### src/hdl/ctis_pkg.sv
`timescale 1ns / 1ps
// ----------------------------------------------------------------------------
// ctis_pkg
// Shared types and constants for the cycle timer and interrupt select block.
// ----------------------------------------------------------------------------
package ctis_pkg;

	// Field widths fixed by the item formats.
	localparam int CYCLES_W   = 5;
	localparam int SOURCES    = 5;
	localparam int BYTE_W     = 8;
	localparam int RATE_W     = 2;
	localparam int INDEX_W    = 3;
	localparam int APB_DATA_W = 32;
	localparam int APB_ADDR_W = 4;

	// Request bit raised by a timer overflow.
	localparam int TIMER_REQ_BIT = 2;

	// Register map, one word per register.
	typedef enum logic [1:0] {
		REG_TIMER_ENABLE = 2'd0,
		REG_RATE_SELECT  = 2'd1,
		REG_RELOAD_VALUE = 2'd2,
		REG_IRQ_MASK     = 2'd3
	} reg_index_t;

	// One instruction report.
	typedef struct packed {
		logic [CYCLES_W-1:0] elapsed_cycles;
		logic                master_enable;
		logic [SOURCES-1:0]  new_requests;
	} in_item_t;

	// One result after the report has been applied.
	typedef struct packed {
		logic [BYTE_W-1:0]  divider_value;
		logic [BYTE_W-1:0]  timer_value;
		logic [SOURCES-1:0] pending_flags;
		logic               interrupt_taken;
		logic [INDEX_W-1:0] interrupt_index;
		logic               master_enable_out;
	} out_item_t;

endpackage

### src/hdl/ctis_in_if.sv
`timescale 1ns / 1ps
// ----------------------------------------------------------------------------
// ctis_in_if
// Valid/ready channel that carries instruction reports into the block.
// ----------------------------------------------------------------------------
interface ctis_in_if;
	import ctis_pkg::*;

	logic     valid;
	logic     ready;
	in_item_t data;

	modport source (output valid, output data, input ready);
	modport sink (input valid, input data, output ready);
endinterface

### src/hdl/ctis_out_if.sv
`timescale 1ns / 1ps
// ----------------------------------------------------------------------------
// ctis_out_if
// Valid/ready channel that carries results out of the block.
// ----------------------------------------------------------------------------
interface ctis_out_if;
	import ctis_pkg::*;

	logic      valid;
	logic      ready;
	out_item_t data;

	modport source (output valid, output data, input ready);
	modport sink (input valid, input data, output ready);
endinterface

### src/hdl/cycle_timer_and_interrupt_select_top.sv
`timescale 1ns / 1ps
// ----------------------------------------------------------------------------
// cycle_timer_and_interrupt_select_top
// Divider and timer counters advanced by instruction cycle reports, with a
// fixed-priority pick of one pending, enabled interrupt request per report.
// ----------------------------------------------------------------------------
//
//   Channel  | Direction | Handshake        | Payload
//   ---------+-----------+------------------+-----------------------------------
//   instr    | in        | valid / ready    | elapsed_cycles, master_enable,
//            |           |                  | new_requests
//   result   | out       | valid / ready    | divider_value, timer_value,
//            |           |                  | pending_flags, interrupt_taken,
//            |           |                  | interrupt_index, master_enable_out
//   apb      | in        | psel / penable   | paddr, pwdata, prdata
//
// One report is taken every cycle while results are taken; a result passes
// through the input register, then the result register, from which it
// transfers out. The state update of one report is combinational logic
// between those registers, which is what sets that rate. Reset clears the
// counters, the divider, the timer, the pending flags, the configuration
// registers and the stage valid bits. When the result is not taken, the result register holds,
// the input register fills and holds behind it, and instr.ready then falls.
// ----------------------------------------------------------------------------
module cycle_timer_and_interrupt_select_top #(
	parameter int DIVIDER_PERIOD = 256,
	parameter int TIMER_PERIOD_0 = 1024,
	parameter int TIMER_PERIOD_1 = 16,
	parameter int TIMER_PERIOD_2 = 64,
	parameter int TIMER_PERIOD_3 = 256
) (
	input  logic                            clk,
	input  logic                            arst_n,
	input  logic                            psel,
	input  logic                            penable,
	input  logic                            pwrite,
	input  logic [ctis_pkg::APB_ADDR_W-1:0] paddr,
	input  logic [ctis_pkg::APB_DATA_W-1:0] pwdata,
	output logic [ctis_pkg::APB_DATA_W-1:0] prdata,
	output logic                            pready,
	ctis_in_if.sink                         instr,
	ctis_out_if.source                      result
);
	import ctis_pkg::*;

	// Counter widths cover the largest period plus one report's cycles.
	localparam int TIMER_MAX_01 = (TIMER_PERIOD_0 > TIMER_PERIOD_1) ?
		TIMER_PERIOD_0 : TIMER_PERIOD_1;
	localparam int TIMER_MAX_23 = (TIMER_PERIOD_2 > TIMER_PERIOD_3) ?
		TIMER_PERIOD_2 : TIMER_PERIOD_3;
	localparam int TIMER_MAX = (TIMER_MAX_01 > TIMER_MAX_23) ?
		TIMER_MAX_01 : TIMER_MAX_23;
	localparam int DCW = $clog2(DIVIDER_PERIOD + (1 << CYCLES_W));
	localparam int TCW = $clog2(TIMER_MAX + (1 << CYCLES_W));

	localparam logic [DCW-1:0] DIV_LIMIT = DCW'(DIVIDER_PERIOD);
	localparam logic [TCW-1:0] TIM_LIMIT_0 = TCW'(TIMER_PERIOD_0);
	localparam logic [TCW-1:0] TIM_LIMIT_1 = TCW'(TIMER_PERIOD_1);
	localparam logic [TCW-1:0] TIM_LIMIT_2 = TCW'(TIMER_PERIOD_2);
	localparam logic [TCW-1:0] TIM_LIMIT_3 = TCW'(TIMER_PERIOD_3);

	// Configuration registers.
	logic               timer_enable_q;
	logic [RATE_W-1:0]  rate_select_q;
	logic [BYTE_W-1:0]  reload_value_q;
	logic [SOURCES-1:0] irq_mask_q;

	// Block state.
	logic [DCW-1:0]     div_cnt_q;
	logic [TCW-1:0]     tim_cnt_q;
	logic [BYTE_W-1:0]  divider_q;
	logic [BYTE_W-1:0]  timer_q;
	logic [SOURCES-1:0] flags_q;

	// Input and result stages.
	logic      valid_s1;
	in_item_t  item_s1;
	logic      valid_s2;
	out_item_t item_s2;

	logic       advance;
	reg_index_t wr_index;
	logic       wr_en;

	// Next-state logic.
	logic [DCW-1:0]     div_sum;
	logic               div_hit;
	logic [TCW-1:0]     tim_sum;
	logic [TCW-1:0]     tim_limit;
	logic               tim_hit;
	logic [SOURCES-1:0] flags_mid;
	logic [SOURCES-1:0] ready_req;
	logic [SOURCES-1:0] flags_next;
	logic [DCW-1:0]     div_cnt_next;
	logic [TCW-1:0]     tim_cnt_next;
	logic [BYTE_W-1:0]  divider_next;
	logic [BYTE_W-1:0]  timer_next;
	logic               taken;
	logic [INDEX_W-1:0] taken_index;

	// The input stage moves on whenever the result register is free or freeing.
	assign advance     = valid_s1 && (!valid_s2 || result.ready);
	assign instr.ready = !valid_s1 || advance;

	assign result.valid = valid_s2;
	assign result.data  = item_s2;

	// APB port: writes complete in the access cycle, no wait states.
	assign pready   = 1'b1;
	assign wr_index = reg_index_t'(paddr[3:2]);
	assign wr_en    = psel && penable && pwrite;

	always_comb begin
		case (wr_index)
			REG_TIMER_ENABLE: prdata = APB_DATA_W'(timer_enable_q);
			REG_RATE_SELECT:  prdata = APB_DATA_W'(rate_select_q);
			REG_RELOAD_VALUE: prdata = APB_DATA_W'(reload_value_q);
			REG_IRQ_MASK:     prdata = APB_DATA_W'(irq_mask_q);
			default:          prdata = '0;
		endcase
	end

	always_ff @(posedge clk or negedge arst_n) begin
		if (!arst_n) begin
			timer_enable_q <= 1'b0;
			rate_select_q  <= '0;
			reload_value_q <= '0;
			irq_mask_q     <= '0;
		end else if (wr_en) begin
			case (wr_index)
				REG_TIMER_ENABLE: timer_enable_q <= pwdata[0];
				REG_RATE_SELECT:  rate_select_q  <= pwdata[RATE_W-1:0];
				REG_RELOAD_VALUE: reload_value_q <= pwdata[BYTE_W-1:0];
				REG_IRQ_MASK:     irq_mask_q     <= pwdata[SOURCES-1:0];
				default:          ;
			endcase
		end
	end

	// Divider: bump once the count reaches its period, then clear the count.
	assign div_sum = div_cnt_q + {{(DCW-CYCLES_W){1'b0}}, item_s1.elapsed_cycles};
	assign div_hit = (div_sum >= DIV_LIMIT);

	// Timer period chosen by the rate select register.
	always_comb begin
		case (rate_select_q)
			2'd0:    tim_limit = TIM_LIMIT_0;
			2'd1:    tim_limit = TIM_LIMIT_1;
			2'd2:    tim_limit = TIM_LIMIT_2;
			default: tim_limit = TIM_LIMIT_3;
		endcase
	end

	assign tim_sum = tim_cnt_q + {{(TCW-CYCLES_W){1'b0}}, item_s1.elapsed_cycles};
	assign tim_hit = timer_enable_q && (tim_sum >= tim_limit);

	// Counter updates and timer overflow with reload.
	always_comb begin
		flags_mid    = flags_q | item_s1.new_requests;
		div_cnt_next = div_hit ? '0 : div_sum;
		divider_next = div_hit ? divider_q + 8'd1 : divider_q;
		tim_cnt_next = tim_cnt_q;
		timer_next   = timer_q;
		if (timer_enable_q) begin
			tim_cnt_next = tim_hit ? '0 : tim_sum;
		end
		if (tim_hit) begin
			if (timer_q == 8'hFF) begin
				timer_next               = reload_value_q;
				flags_mid[TIMER_REQ_BIT] = 1'b1;
			end else begin
				timer_next = timer_q + 8'd1;
			end
		end
	end

	// Priority pick: the lowest-numbered pending and enabled request wins.
	assign ready_req = item_s1.master_enable ? (flags_mid & irq_mask_q) : '0;

	always_comb begin
		taken       = 1'b0;
		taken_index = '0;
		flags_next  = flags_mid;
		for (int s = 0; s < SOURCES; s++) begin
			if (ready_req[s] && !taken) begin
				taken         = 1'b1;
				taken_index   = INDEX_W'(s);
				flags_next[s] = 1'b0;
			end
		end
	end

	// State registers, updated as a report leaves the input stage.
	always_ff @(posedge clk or negedge arst_n) begin
		if (!arst_n) begin
			div_cnt_q <= '0;
			tim_cnt_q <= '0;
			divider_q <= '0;
			timer_q   <= '0;
			flags_q   <= '0;
		end else if (advance) begin
			div_cnt_q <= div_cnt_next;
			tim_cnt_q <= tim_cnt_next;
			divider_q <= divider_next;
			timer_q   <= timer_next;
			flags_q   <= flags_next;
		end
	end

	// Stage valid bits.
	always_ff @(posedge clk or negedge arst_n) begin
		if (!arst_n) begin
			valid_s1 <= 1'b0;
			valid_s2 <= 1'b0;
		end else begin
			if (instr.ready) begin
				valid_s1 <= instr.valid;
			end
			if (advance) begin
				valid_s2 <= 1'b1;
			end else if (result.ready) begin
				valid_s2 <= 1'b0;
			end
		end
	end

	// Stage payloads.
	always_ff @(posedge clk) begin
		if (instr.valid && instr.ready) begin
			item_s1 <= instr.data;
		end
		if (advance) begin
			item_s2.divider_value     <= divider_next;
			item_s2.timer_value       <= timer_next;
			item_s2.pending_flags     <= flags_next;
			item_s2.interrupt_taken   <= taken;
			item_s2.interrupt_index   <= taken_index;
			item_s2.master_enable_out <= item_s1.master_enable && !taken;
		end
	end

	// A dispatched interrupt always drops the master enable.
	a_taken_drops_master: assert property (@(posedge clk) disable iff (!arst_n)
		valid_s2 && item_s2.interrupt_taken |-> !item_s2.master_enable_out)
		else $error("master enable still set after a dispatch");

	// The dispatched source is no longer pending in the same result.
	a_taken_flag_cleared: assert property (@(posedge clk) disable iff (!arst_n)
		valid_s2 && item_s2.interrupt_taken |->
			!item_s2.pending_flags[item_s2.interrupt_index])
		else $error("dispatched request still pending");

	// The divider count is cleared whenever it reaches its period.
	a_div_count_bound: assert property (@(posedge clk) disable iff (!arst_n)
		div_cnt_q < DIV_LIMIT)
		else $error("divider count at or above its period");

	// Without a report moving on, the counters and flags stay put.
	a_state_holds: assert property (@(posedge clk) disable iff (!arst_n)
		!advance |=> $stable(div_cnt_q) && $stable(timer_q) && $stable(flags_q))
		else $error("state changed without a report");

endmodule
### src/flat_wrapper.sv
// flat-port wrapper written by rule: the top's interface ports become plain ports
module cycle_timer_and_interrupt_select_top_flat import ctis_pkg::*;
#(
	parameter int DIVIDER_PERIOD = 256,
	parameter int TIMER_PERIOD_0 = 1024,
	parameter int TIMER_PERIOD_1 = 16,
	parameter int TIMER_PERIOD_2 = 64,
	parameter int TIMER_PERIOD_3 = 256
)
  (clk, arst_n, psel, penable, pwrite, paddr, pwdata, prdata, pready, instr_valid, instr_data, instr_ready, result_valid, result_data, result_ready);
  ctis_in_if instr_i ();
  ctis_out_if result_i ();
  input  logic clk;
  input  logic arst_n;
  input  logic psel;
  input  logic penable;
  input  logic pwrite;
  input  logic [ctis_pkg::APB_ADDR_W-1:0] paddr;
  input  logic [ctis_pkg::APB_DATA_W-1:0] pwdata;
  output logic [ctis_pkg::APB_DATA_W-1:0] prdata;
  output logic pready;
  input wire logic [$bits(instr_i.valid)-1:0] instr_valid;
  input wire logic [$bits(instr_i.data)-1:0] instr_data;
  output wire logic [$bits(instr_i.ready)-1:0] instr_ready;
  output wire logic [$bits(result_i.valid)-1:0] result_valid;
  output wire logic [$bits(result_i.data)-1:0] result_data;
  input wire logic [$bits(result_i.ready)-1:0] result_ready;
  assign instr_i.valid = instr_valid;
  assign instr_i.data = instr_data;
  assign instr_ready = instr_i.ready;
  assign result_valid = result_i.valid;
  assign result_data = result_i.data;
  assign result_i.ready = result_ready;
  cycle_timer_and_interrupt_select_top #(.DIVIDER_PERIOD(DIVIDER_PERIOD), .TIMER_PERIOD_0(TIMER_PERIOD_0), .TIMER_PERIOD_1(TIMER_PERIOD_1), .TIMER_PERIOD_2(TIMER_PERIOD_2), .TIMER_PERIOD_3(TIMER_PERIOD_3)) u_core (.clk(clk), .arst_n(arst_n), .psel(psel), .penable(penable), .pwrite(pwrite), .paddr(paddr), .pwdata(pwdata), .prdata(prdata), .pready(pready), .instr(instr_i), .result(result_i));
endmodule
### config.mk
export PLATFORM = sky130hd
export DESIGN_NAME = cycle_timer_and_interrupt_select_top_flat
export DESIGN_NICKNAME = d
export VERILOG_FILES = /design/src/hdl/ctis_pkg.sv /design/src/hdl/ctis_in_if.sv /design/src/hdl/ctis_out_if.sv /design/src/hdl/cycle_timer_and_interrupt_select_top.sv /design/src/flat_wrapper.sv
export SDC_FILE = /design/constraint.sdc
export NUM_CORES = 1
export LEC_CHECK = 0
export BUFFER_PORTS_ARGS = -buffer_cell sky130_fd_sc_hd__buf_2
export CELL_PAD_IN_SITES_DETAIL_PLACEMENT = 0
export CELL_PAD_IN_SITES_GLOBAL_PLACEMENT = 1
export CORE_MARGIN = 2
export CORE_UTILIZATION = 45
export DETAILED_ROUTE_END_ITERATION = 7
export GPL_ROUTABILITY_DRIVEN = 0
export PLACE_DENSITY_LB_ADDON = 0.1
export REMOVE_ABC_BUFFERS = 1
export SYNTH_ARGS = -nofsm -noshare
export SYNTH_HDL_FRONTEND = slang
export SYNTH_SLANG_ARGS = --single-unit
export TNS_END_PERCENT = 1
### constraint.sdc
create_clock -name clk -period 9.55 [get_ports clk]
set_clock_uncertainty 0.2 [all_clocks]
set_input_delay 2.3875 -clock clk [delete_from_list [all_inputs] [get_ports clk]]
set_output_delay 2.3875 -clock clk [all_outputs]
set_load 0.05 [all_outputs]
==> reports/results.tsv, run 1 <==
stage	metric	value	unit
grt	GRT Overall Usage	0.1822	
pwr	Peak supply drop	0.0001232	V
worst_setup_path	Startpoint Class	primary input	
placement	Post-DP HPWL	7504	um
die	Die X	111.3	um
worst_setup_path	CP Cell Sequence	buf_2, mux4_2, buf_2	
finish	ANT cells	0	
yosys	most frequent cell after synthesis	dfrtp_1	
yosys	most frequent cells after synthesis	dfrtp_1 (59), nand2_1 (47), edfxtp_1 (37), buf_4 (25), nor2_1 (24)	
pwr	PwrDens	253.3	nW/um^2
worst_setup_path	slowest stage delay, CP	0.55	ns
grt	initial antenna violation count	0	
worst_setup_path	Worst Path Arrival	3.40	ns
timing	Setup violations, final	0	
timing	RSZ-0062 raised after global routing	no	
yosys	cell accounting for the most synthesized area	dfrtp_1	
yosys	cells taking the most area after synthesis	dfrtp_1 (28%), edfxtp_1 (21%), mux2_2 (4.3%), ha_1 (3.9%), buf_4 (3.6%)	
route	drt initial violations	154	
worst_setup_path	critical path type	in2out	
cts	Sink Count	96	
timing	max-slew violations	0	
cts	H-tree levels	3	
route	drt first pass iters	4	
cts	cts hold-fix bufs	0	
route	Met3 Routed Length	386	um
cts	clock-pin slew on the worst setup and hold paths	0.06	ns
yosys	Post-synth top flop	dfrtp_1	
die	core area	11320	um^2
worst_setup_path	worst path bufs/invs	2	
route	met1 wire length	4991	um
route	WL/cell	15.75	um
grt	vias in the first global route	3505	
timing	minimum clock period	5.984	ns
route	total wire length	10600	um
timing	Max-slew headroom	0.2400	
timing	Final Cycle Share	0.6266	
timing	f_max	0.1671	GHz
placement	post-place setup slack	3.553	ns
finish	final core utilization	0.5154	
pwr	Leakage	2.556	nW
yosys	Syn. warnings	0	
timing	Worst Max-Slew Pin Slew	1.132	ns
yosys	Post-synth ARST share	0.6146	
worst_setup_path	CP max-delay cell	mux4_2	
die	die area	12390	um^2
cts	# Post-CTS Setup Buffers	0	
die	Die Ht	111.3	um
cts	CTS tree	done	
timing	Hold Fails Final Rpt	0	
outcome	status	complete, no violations	
timing	worst hold margin	0.2907	ns
yosys	synth unique cells	60	
die	I/O Pins	115	
grt	largest net degree at the start of global routing	60	
worst_setup_path	WP data required	6.96	ns
timing	final worst setup slack	3.566	ns
cts	root buffer cell	clkbuf_16	
yosys	top cell type's share of synthesized area	0.2850	
yosys	sequential cell area fraction in the yosys report	0.4994	
worst_setup_path	most used cell, CP	buf_2	
route	DR WL met2	5036	um
yosys	Post-Syn Area per Cell	11.05	um^2
yosys	Gate Count Post-Synth	469	
worst_setup_path	Top Family by Delay on Critical Path	multiplexers	
route	DR vias/cell	5.259	
route	vias	3539	
route	uppermost layer routed	met4	
worst_setup_path	crit path capture type	output port	
worst_setup_path	reg2reg setup slack	4.63	ns
finish	synth-to-layout area growth	12.61	%
cts	Skew-Pair Late Insertion Delay	0.35	ns
finish	layout cell share with drive strength beyond 1	0.2264	
yosys	EDFF count, synth	37	
die	row count	39	
finish	Nets	597	
placement	number of buffers added on ports	63	
route	DRT antenna net count	0	
cts	Num CTS Buffers	9	
yosys	Cell Area, Synth	5181	um^2
cts	post-cts resize count	0	
grt	global route overflow	0	
timing	final setup TNS	0	ns
grt	first-pass GRT wire length	17820	um
run	max cap viols	0	
cts	clk buf depth	2	
yosys	Seq cells post-synth	96	
worst_setup_path	Worst Path Max Fanout	9	
pwr	Tot Pwr	1.478	mW
worst_hold_path	type of the most critical hold path	reg2reg	
die	Initial Utilization	0.4577	
route	DR DRC count	0	
placed cells by master, fill, tap and decap left out, types with 16 or more instances in the layout:
| cell type | instances |
|---|---|
| buf_2 | 63 |
| conb_1 | 25 |
| dfrtp_1 | 59 |
| edfxtp_1 | 37 |
| ha_1 | 16 |
| mux2_2 | 20 |
| nand2_1 | 47 |
| nand3_1 | 17 |
| nor2_1 | 24 |
| o21ai_0 | 17 |
| xnor2_1 | 20 |
sequential cells by signal (all words and copies together) (netlist names):
signal,count
u_core.reload_value_q,8
u_core.flags_q,5
u_core.div_cnt_q,9
u_core.timer_enable_q,1
u_core.divider_q,8
u_core.rate_select_q,2
u_core.result.valid,1
u_core.tim_cnt_q,11
u_core.timer_q,8
u_core.result.data,26
u_core.item_s1,11
u_core.valid_s1,1
u_core.irq_mask_q,5
path summary, 6_finish.rpt:
path,startpoint,to,depth (start not counted)
min in group asynchronous,arst_n,u_core.reload_value_q[5],2
max in group asynchronous,arst_n,u_core.rate_select_q[0],2
worst min-delay path,u_core.tim_cnt_q[3],u_core.tim_cnt_q[3],2
worst min register to register,u_core.tim_cnt_q[3],u_core.tim_cnt_q[3],2
worst max register to register,u_core.item_s1[6],u_core.result.data[11],19
worst max-delay path,paddr[2],prdata[0],3
worst reg2reg max path, stage by stage, from the launching register on:
cell,delay [ns]
edfxtp_1,0.38
ha_1,0.18
inv_1,0.05
fa_1,0.39
nor2b_1,0.13
o21ai_0,0.09
nand2b_1,0.12
a21o_1,0.18
and4_1,0.23
nand3_1,0.10
xnor2_1,0.16
ha_1,0.33
nand4_1,0.09
nor4b_1,0.28
o2111a_1,0.25
a221o_1,0.23
a21o_1,0.44
buf_4,0.34
nand2_2,0.13
mux2_1,0.36
through the flow:
step | instances | cell area (um^2)
CTS | 673 | 5834
global placement | 657 | 5499
global route | 673 | 5834
floorplan | 448 | 4982
finish | 673 | 5834
detailed placement | 657 | 5499
layer usage:
layer,GRT usage,vias up
li1,-,1746
met1,0.2451,1720
met2,0.2955,62
met3,0.03390,11
met4,0.06914,0
met5,0,-
logic make-up (layout without fill, tap and decap cells):
| group | after synthesis | count (layout) | synth area share |
|---|---|---|---|
| XOR/XNOR | 26 | 26 | 0.04395 |
| buffers and inverters | 55 | 93 | 0.06303 |
| adder cells (fa/ha/maj) | 18 | 18 | 0.04637 |
| AND/OR/NAND/NOR | 153 | 153 | 0.1512 |
| other | 2 | 25 | 0.001449 |
| flip-flops | 96 | 96 | 0.4994 |
| AO/OA/AOI/OAI | 86 | 86 | 0.1217 |
| multiplexers | 33 | 33 | 0.07293 |
layout make-up:
cell class                      count  area (um^2)
Fill cell                        1042         5487
Sequential cell                    96         2587
Multi-Input combinational cell    341         2354
Timing Repair Buffer               66        337.8
Clock buffer                       10        229.0
Tap cell                          143        178.9
Clock inverter                      6        106.4
Inverter                           11        41.29
where the power goes:
part	switching [mW]	total [mW]	internal (mW)
Clock	0.158	0.414	0.255
Combinational	0.316	0.487	0.171
Sequential	0.0654	0.578	0.512
Note: power is estimated with default switching activity, not from simulation.
==> run 2: changes to the inputs <==
--- a/config.mk
+++ b/config.mk
@@ -9,7 +9,7 @@
 export CELL_PAD_IN_SITES_DETAIL_PLACEMENT = 0
 export CELL_PAD_IN_SITES_GLOBAL_PLACEMENT = 1
 export CORE_MARGIN = 2
-export CORE_UTILIZATION = 45
+export CORE_UTILIZATION = 38
 export DETAILED_ROUTE_END_ITERATION = 7
 export GPL_ROUTABILITY_DRIVEN = 0
 export PLACE_DENSITY_LB_ADDON = 0.1
==> constraint.sdc (replaced) <==
create_clock -name clk -period 5.01 [get_ports clk]
set_clock_uncertainty 0.2 [all_clocks]
set_input_delay 1.2525 -clock clk [delete_from_list [all_inputs] [get_ports clk]]
set_output_delay 1.2525 -clock clk [all_outputs]
set_load 0.05 [all_outputs]
==> reports/results.tsv, run 2 (synthesis gave the netlist of run 1 again) <==
stage	metric	value	unit	change
timing	Worst Max-Slew Pin Slew	0.9512	ns	-0.1807 ns
run	max cap viols	0		unchanged
cts	Num CTS Buffers	9		unchanged
die	Die Ht	120.8	um	+8.5%
route	DR DRC count	0		unchanged
worst_setup_path	R2R depth	19		unchanged
route	DR vias/cell	4.999		-4.9%
timing	minimum clock period	4.643	ns	
timing	Max-slew headroom	0.3659		+0.1259
cts	root buffer cell	clkbuf_16		
worst_setup_path	Startpoint Class	flop		
grt	first-pass GRT wire length	18090	um	+1.5%
finish	max reg flops	26		unchanged
worst_hold_path	worst hold path stage count	2		unchanged
worst_setup_path	Worst Path Arrival	4.69	ns	+1.29 ns
route	DRT antenna net count	0		unchanged
pwr	PwrDens	461.4	nW/um^2	+82%
worst_setup_path	crit path capture type	flop		
worst_setup_path	reg2reg setup slack	0.37	ns	-4.26 ns
worst_setup_path	WP data required	5.05	ns	-1.91 ns
placement	number of buffers added on ports	63		unchanged
die	Initial Utilization	0.3897		-0.06797
grt	GRT Overall Usage	0.1638		-0.01833
timing	f_max	0.2154	GHz	
cts	clock-pin slew on the worst setup and hold paths	0.07	ns	about the same
finish	synth-to-layout area growth	12.56	%	about the same
worst_setup_path	Worst Path Max Fanout	12		+3
timing	Final Cycle Share	0.9268		
cts	Sink Count	96		unchanged
die	row count	42		+7.7%
finish	ANT cells	0		unchanged
die	die area	14590	um^2	+18%
worst_setup_path	critical path type	reg2reg		
finish	Fillers	1317		+26%
cts	H-tree levels	3		unchanged
pwr	Peak supply drop	0.0001941	V	+58%
cts	Skew-Pair Late Insertion Delay	0.35	ns	about the same
cts	cts hold-fix bufs	0		unchanged
cts	post-cts resize count	0		unchanged
pwr	Leakage	2.542	nW	-0.56%
timing	Setup violations, final	0		unchanged
worst_hold_path	type of the most critical hold path	reg2reg		
timing	RSZ-0062 raised after global routing	no		
route	drt first pass iters	4		unchanged
cts	# Post-CTS Setup Buffers	0		unchanged
finish	Nets	600		+0.50%
worst_setup_path	CP Cell Sequence	ha_1, inv_1, fa_1, nor2b_1, o21ai_0, nand2b_1, a21o_1, and4_1, nand3_1, xnor2_1, ha_1, nand4_1, nor4b_1, o2111a_1, a221o_1, a21o_1, buf_4, nor2_1, a22o_1		
placement	Post-DP HPWL	7925	um	+5.6%
cts	CTS tree	done		
cts	clk buf depth	2		unchanged
die	Die X	120.8	um	+8.5%
route	drt initial violations	164		+6.5%
route	WL/cell	15.52	um	-1.4%
route	total wire length	11010	um	+3.8%
route	vias	3544		+0.14%
finish	commonest non-fill, non-tap cell in the layout	buf_2		
grt	vias in the first global route	3470		-1.0%
die	core area	13300	um^2	+17%
worst_setup_path	CP max-delay cell	a21o_1		
pwr	Tot Pwr	2.691	mW	+82%
finish	layout cell share with drive strength beyond 1	0.2326		+0.006230
finish	most frequent cells in the layout	buf_2 (63), dfrtp_1 (59), nand2_1 (47)		
outcome	status	complete, no violations		
worst_setup_path	slowest stage delay, CP	0.45	ns	-0.10 ns
timing	final setup TNS	0	ns	unchanged
timing	max-slew violations	0		unchanged
grt	initial antenna violation count	0		unchanged
grt	global route overflow	0		unchanged
timing	Hold Fails Final Rpt	0		unchanged
grt	largest net degree at the start of global routing	41		-32%
die	I/O Pins	115		unchanged
==> run 2: per-stage QoR <==
stage | cells | setup WS (ns) | instance area, um^2 | utilization | hold WS, ns
finish | 709 | 0.3667 | 5832 | 0.4386 | 0.2878
global route | 709 | 0.02788 | 5832 | 0.4386 | 0.3200
CTS | 709 | 0.3009 | 5832 | 0.4386 | 0.2935
detailed placement | 693 | 0.3437 | 5563 | 0.4184 | 0.2784
global placement | 693 | 0.3271 | 5563 | 0.4184 | 0.2610
floorplan | 448 | 0.7226 | 4982 | - | 0.2473
==> run 2: critical path: cells and delay by family, from the launching register on <==
family	cells	cell delay, ns
AOI/OAI and AO/OA	6	1.43
xor gates and xnor gates	1	0.16
adders and majority gates	3	0.91
buffers and inverters	2	0.37
DFF	1	0.37
and+or+nand+nor	7	1.08
==> run 2: worst paths after layout <==
path | start | end
hold reg to reg | u_core.div_cnt_q[4] | u_core.div_cnt_q[4]
hold / removal | u_core.div_cnt_q[4] | u_core.div_cnt_q[4]
min in group asynchronous | arst_n | u_core.div_cnt_q[4]
setup / recovery | u_core.item_s1[6] | u_core.tim_cnt_q[8]
max in group asynchronous | arst_n | u_core.flags_q[4]
setup reg to reg | u_core.item_s1[6] | u_core.tim_cnt_q[8]
==> run 2: power by group <==
group          leakage (nW)  internal (mW)  switching, mW
clock                 0.132          0.348          0.290
sequential             1.11          0.977          0.124
combinational          1.30          0.342          0.611
total                  2.54           1.67           1.02
==> run 2: routing by layer <==
| layer | track usage | up-vias | part of all wire |
|---|---|---|---|
| met5 | 0 | - | 0 |
| li1 | - | 1744 | - |
| met4 | 0.04360 | 0 | 0.012 |
| met3 | 0.04811 | 13 | 0.045 |
| met1 | 0.2139 | 1710 | 0.47 |
| met2 | 0.2662 | 77 | 0.47 |
==> run 2: layout make-up <==
cell class | count | area (um^2) | share of cell area
inverter | 11 | 41.29 | 0.007080
clock inverter | 4 | 22.52 | 0.003862
sequential | 96 | 2587 | 0.4437
timing repair buffer | 69 | 360.3 | 0.06179
clock buffer | 12 | 246.5 | 0.04227
tap | 176 | 220.2 | 0.03776
multi-input combinational | 341 | 2354 | 0.4036
==> run 3: changes to the inputs <==
--- a/config.mk
+++ b/config.mk
@@ -9,7 +9,7 @@
 export CELL_PAD_IN_SITES_DETAIL_PLACEMENT = 0
 export CELL_PAD_IN_SITES_GLOBAL_PLACEMENT = 1
 export CORE_MARGIN = 2
-export CORE_UTILIZATION = 38
+export CORE_UTILIZATION = 28
 export DETAILED_ROUTE_END_ITERATION = 7
 export GPL_ROUTABILITY_DRIVEN = 0
 export PLACE_DENSITY_LB_ADDON = 0.1
==> constraint.sdc (replaced) <==
create_clock -name clk -period 5.01 [get_ports clk]
set_clock_uncertainty 0.2 [all_clocks]
set_input_delay 1.503 -clock clk [delete_from_list [all_inputs] [get_ports clk]]
set_output_delay 1.503 -clock clk [all_outputs]
set_load 0.05 [all_outputs]
==> reports/results.tsv, run 3 (synthesis gave the netlist of run 1 again) <==
stage	metric	value	unit	change
timing	f_max	0.2178	GHz	+1.1%
worst_setup_path	CP Cell Sequence	ha_1, inv_1, fa_1, nor2b_1, o21ai_0, nand2b_1, a21o_1, and4_1, nand3_1, xnor2_1, ha_1, nand4_1, nor4b_1, o2111a_1, a221o_1, a21o_1, buf_4, nand2_2, mux2_1		
route	Met3 Routed Length	484	um	-2.4%
route	total wire length	12000	um	+9.0%
route	met1 wire length	6014	um	+17%
worst_setup_path	Startpoint Class	flop		
cts	clock-pin slew on the worst setup and hold paths	0.07	ns	about the same
grt	global route overflow	0		unchanged
route	DR DRC count	11		+11
worst_setup_path	CP max-delay cell	fa_1		
route	uppermost layer routed	met4		
placement	Post-DP HPWL	8800	um	+11%
finish	Nets	603		+0.50%
cts	post-cts resize count	0		unchanged
timing	max-slew violations	0		unchanged
placement	number of buffers added on ports	63		unchanged
worst_hold_path	worst hold path stage count	2		unchanged
cts	Sink Count	96		unchanged
cts	Skew-Pair Late Insertion Delay	0.35	ns	about the same
worst_setup_path	Worst Path Max Fanout	15		+3
finish	ANT cells	0		unchanged
timing	Setup violations, final	0		unchanged
worst_hold_path	type of the most critical hold path	reg2reg		
route	DR vias/cell	4.715		-5.7%
die	Initial Utilization	0.2865		-0.1032
route	drt first pass iters	8		+4
worst_setup_path	Worst Path Arrival	4.49	ns	-0.20 ns
finish	Fillers	1840		+40%
route	DR WL met2	5310	um	+1.7%
pwr	Peak supply drop	0.0001618	V	-17%
finish	most frequent cells in the layout	buf_2 (63), dfrtp_1 (59), nand2_1 (47)		
worst_setup_path	critical path type	reg2reg		
worst_setup_path	crit path capture type	flop		
cts	cts hold-fix bufs	0		unchanged
timing	worst hold margin	0.2820	ns	-0.005822 ns
worst_setup_path	slowest stage delay, CP	0.40	ns	-0.05 ns
run	max cap viols	0		unchanged
worst_setup_path	WP data required	4.91	ns	-0.14 ns
worst_setup_path	R2R depth	19		unchanged
grt	GRT Overall Usage	0.1278		-0.03600
timing	RSZ-0062 raised after global routing	no		
timing	Hold Fails Final Rpt	0		unchanged
grt	first-pass GRT wire length	19420	um	+7.4%
finish	max reg flops	26		unchanged
cts	# Post-CTS Setup Buffers	0		unchanged
cts	H-tree levels	3		unchanged
timing	Worst Max-Slew Pin Slew	1.041	ns	+0.08935 ns
cts	clk buf depth	2		unchanged
grt	largest net degree at the start of global routing	43		+4.9%
timing	final setup TNS	0	ns	unchanged
pwr	Leakage	2.557	nW	+0.58%
finish	layout cell share with drive strength beyond 1	0.2388		+0.006161
grt	initial antenna violation count	0		unchanged
die	die area	19610	um^2	+34%
timing	Final Cycle Share	0.9163		-0.01048
route	DRT antenna net count	0		unchanged
die	I/O Pins	115		unchanged
cts	Num CTS Buffers	9		unchanged
cts	CTS tree	done		
pwr	PwrDens	457.9	nW/um^2	-0.75%
die	row count	49		+17%
route	drt initial violations	266		+62%
die	Die Ht	140.0	um	+16%
finish	commonest non-fill, non-tap cell in the layout	buf_2		
cts	root buffer cell	clkbuf_16		
finish	synth-to-layout area growth	14.34	%	
die	Die X	140.0	um	+16%
grt	vias in the first global route	3620		+4.3%
die	core area	18090	um^2	+36%
route	vias	3607		+1.8%
outcome	status	finished, violations left		
outcome	violated checks	design-rule violations		
timing	Max-slew headroom	0.3063		-0.05957
timing	minimum clock period	4.591	ns	-0.05250 ns
route	WL/cell	15.69	um	+1.1%
==> run 3: worst paths after layout <==
path	startpoint	to	slack [ns]
worst max-delay path	u_core.item_s1[6]	u_core.result.data[10]	0.42
worst min-delay path	u_core.div_cnt_q[4]	u_core.div_cnt_q[4]	0.28
worst max register to register	u_core.item_s1[6]	u_core.result.data[10]	0.42
worst min register to register	u_core.div_cnt_q[4]	u_core.div_cnt_q[4]	0.28
max in group asynchronous	arst_n	u_core.divider_q[2]	2.60
min in group asynchronous	arst_n	u_core.timer_q[2]	1.14
==> run 3: power breakdown <==
group          switching, mW  internal, mW
sequential             0.127         0.976
combinational          0.617         0.348
clock                  0.309         0.337
==> run 3: stage by stage <==
step             util  instances  instance area [um^2]  worst slack [ns]  power, mW
3_3_place_gp   0.3125        749                  5652            0.4429      2.087
6_report       0.3276        765                  5924            0.4192      2.713
4_1_cts        0.3276        765                  5924            0.3859      2.768
2_1_floorplan       -        448                  4982            0.7226      1.813
3_5_place_dp   0.3125        749                  5652            0.4148      2.093
5_1_grt        0.3276        765                  5924           0.03431      2.916
==> run 3: layout make-up <==
cell class                 count  area (um^2)  area share
clock buffer                   9        225.2     0.03801
multi-input combinational    341         2354      0.3973
inverter                      11        41.29    0.006969
tap                          229        286.5     0.04836
clock inverter                 7        47.55    0.008025
sequential                    96         2587      0.4367
timing repair buffer          72        382.9     0.06463
==> run 3: critical path: cells and delay by family (launching register included) <==
family / cells / cell delay [ns]
flops: 1 / 0.37
xor+xnor: 1 / 0.17
buf+inv: 2 / 0.29
fa+ha+maj: 3 / 0.92
mux: 1 / 0.37
simple gates: 7 / 1.13
compound gates: 5 / 0.89
==> run 3: per-layer routing <==
metal,vias to the layer above,global-route usage
li1,1755,-
met2,77,0.1965
met4,0,0.04838
met5,-,0
met1,1763,0.1787
met3,12,0.02530
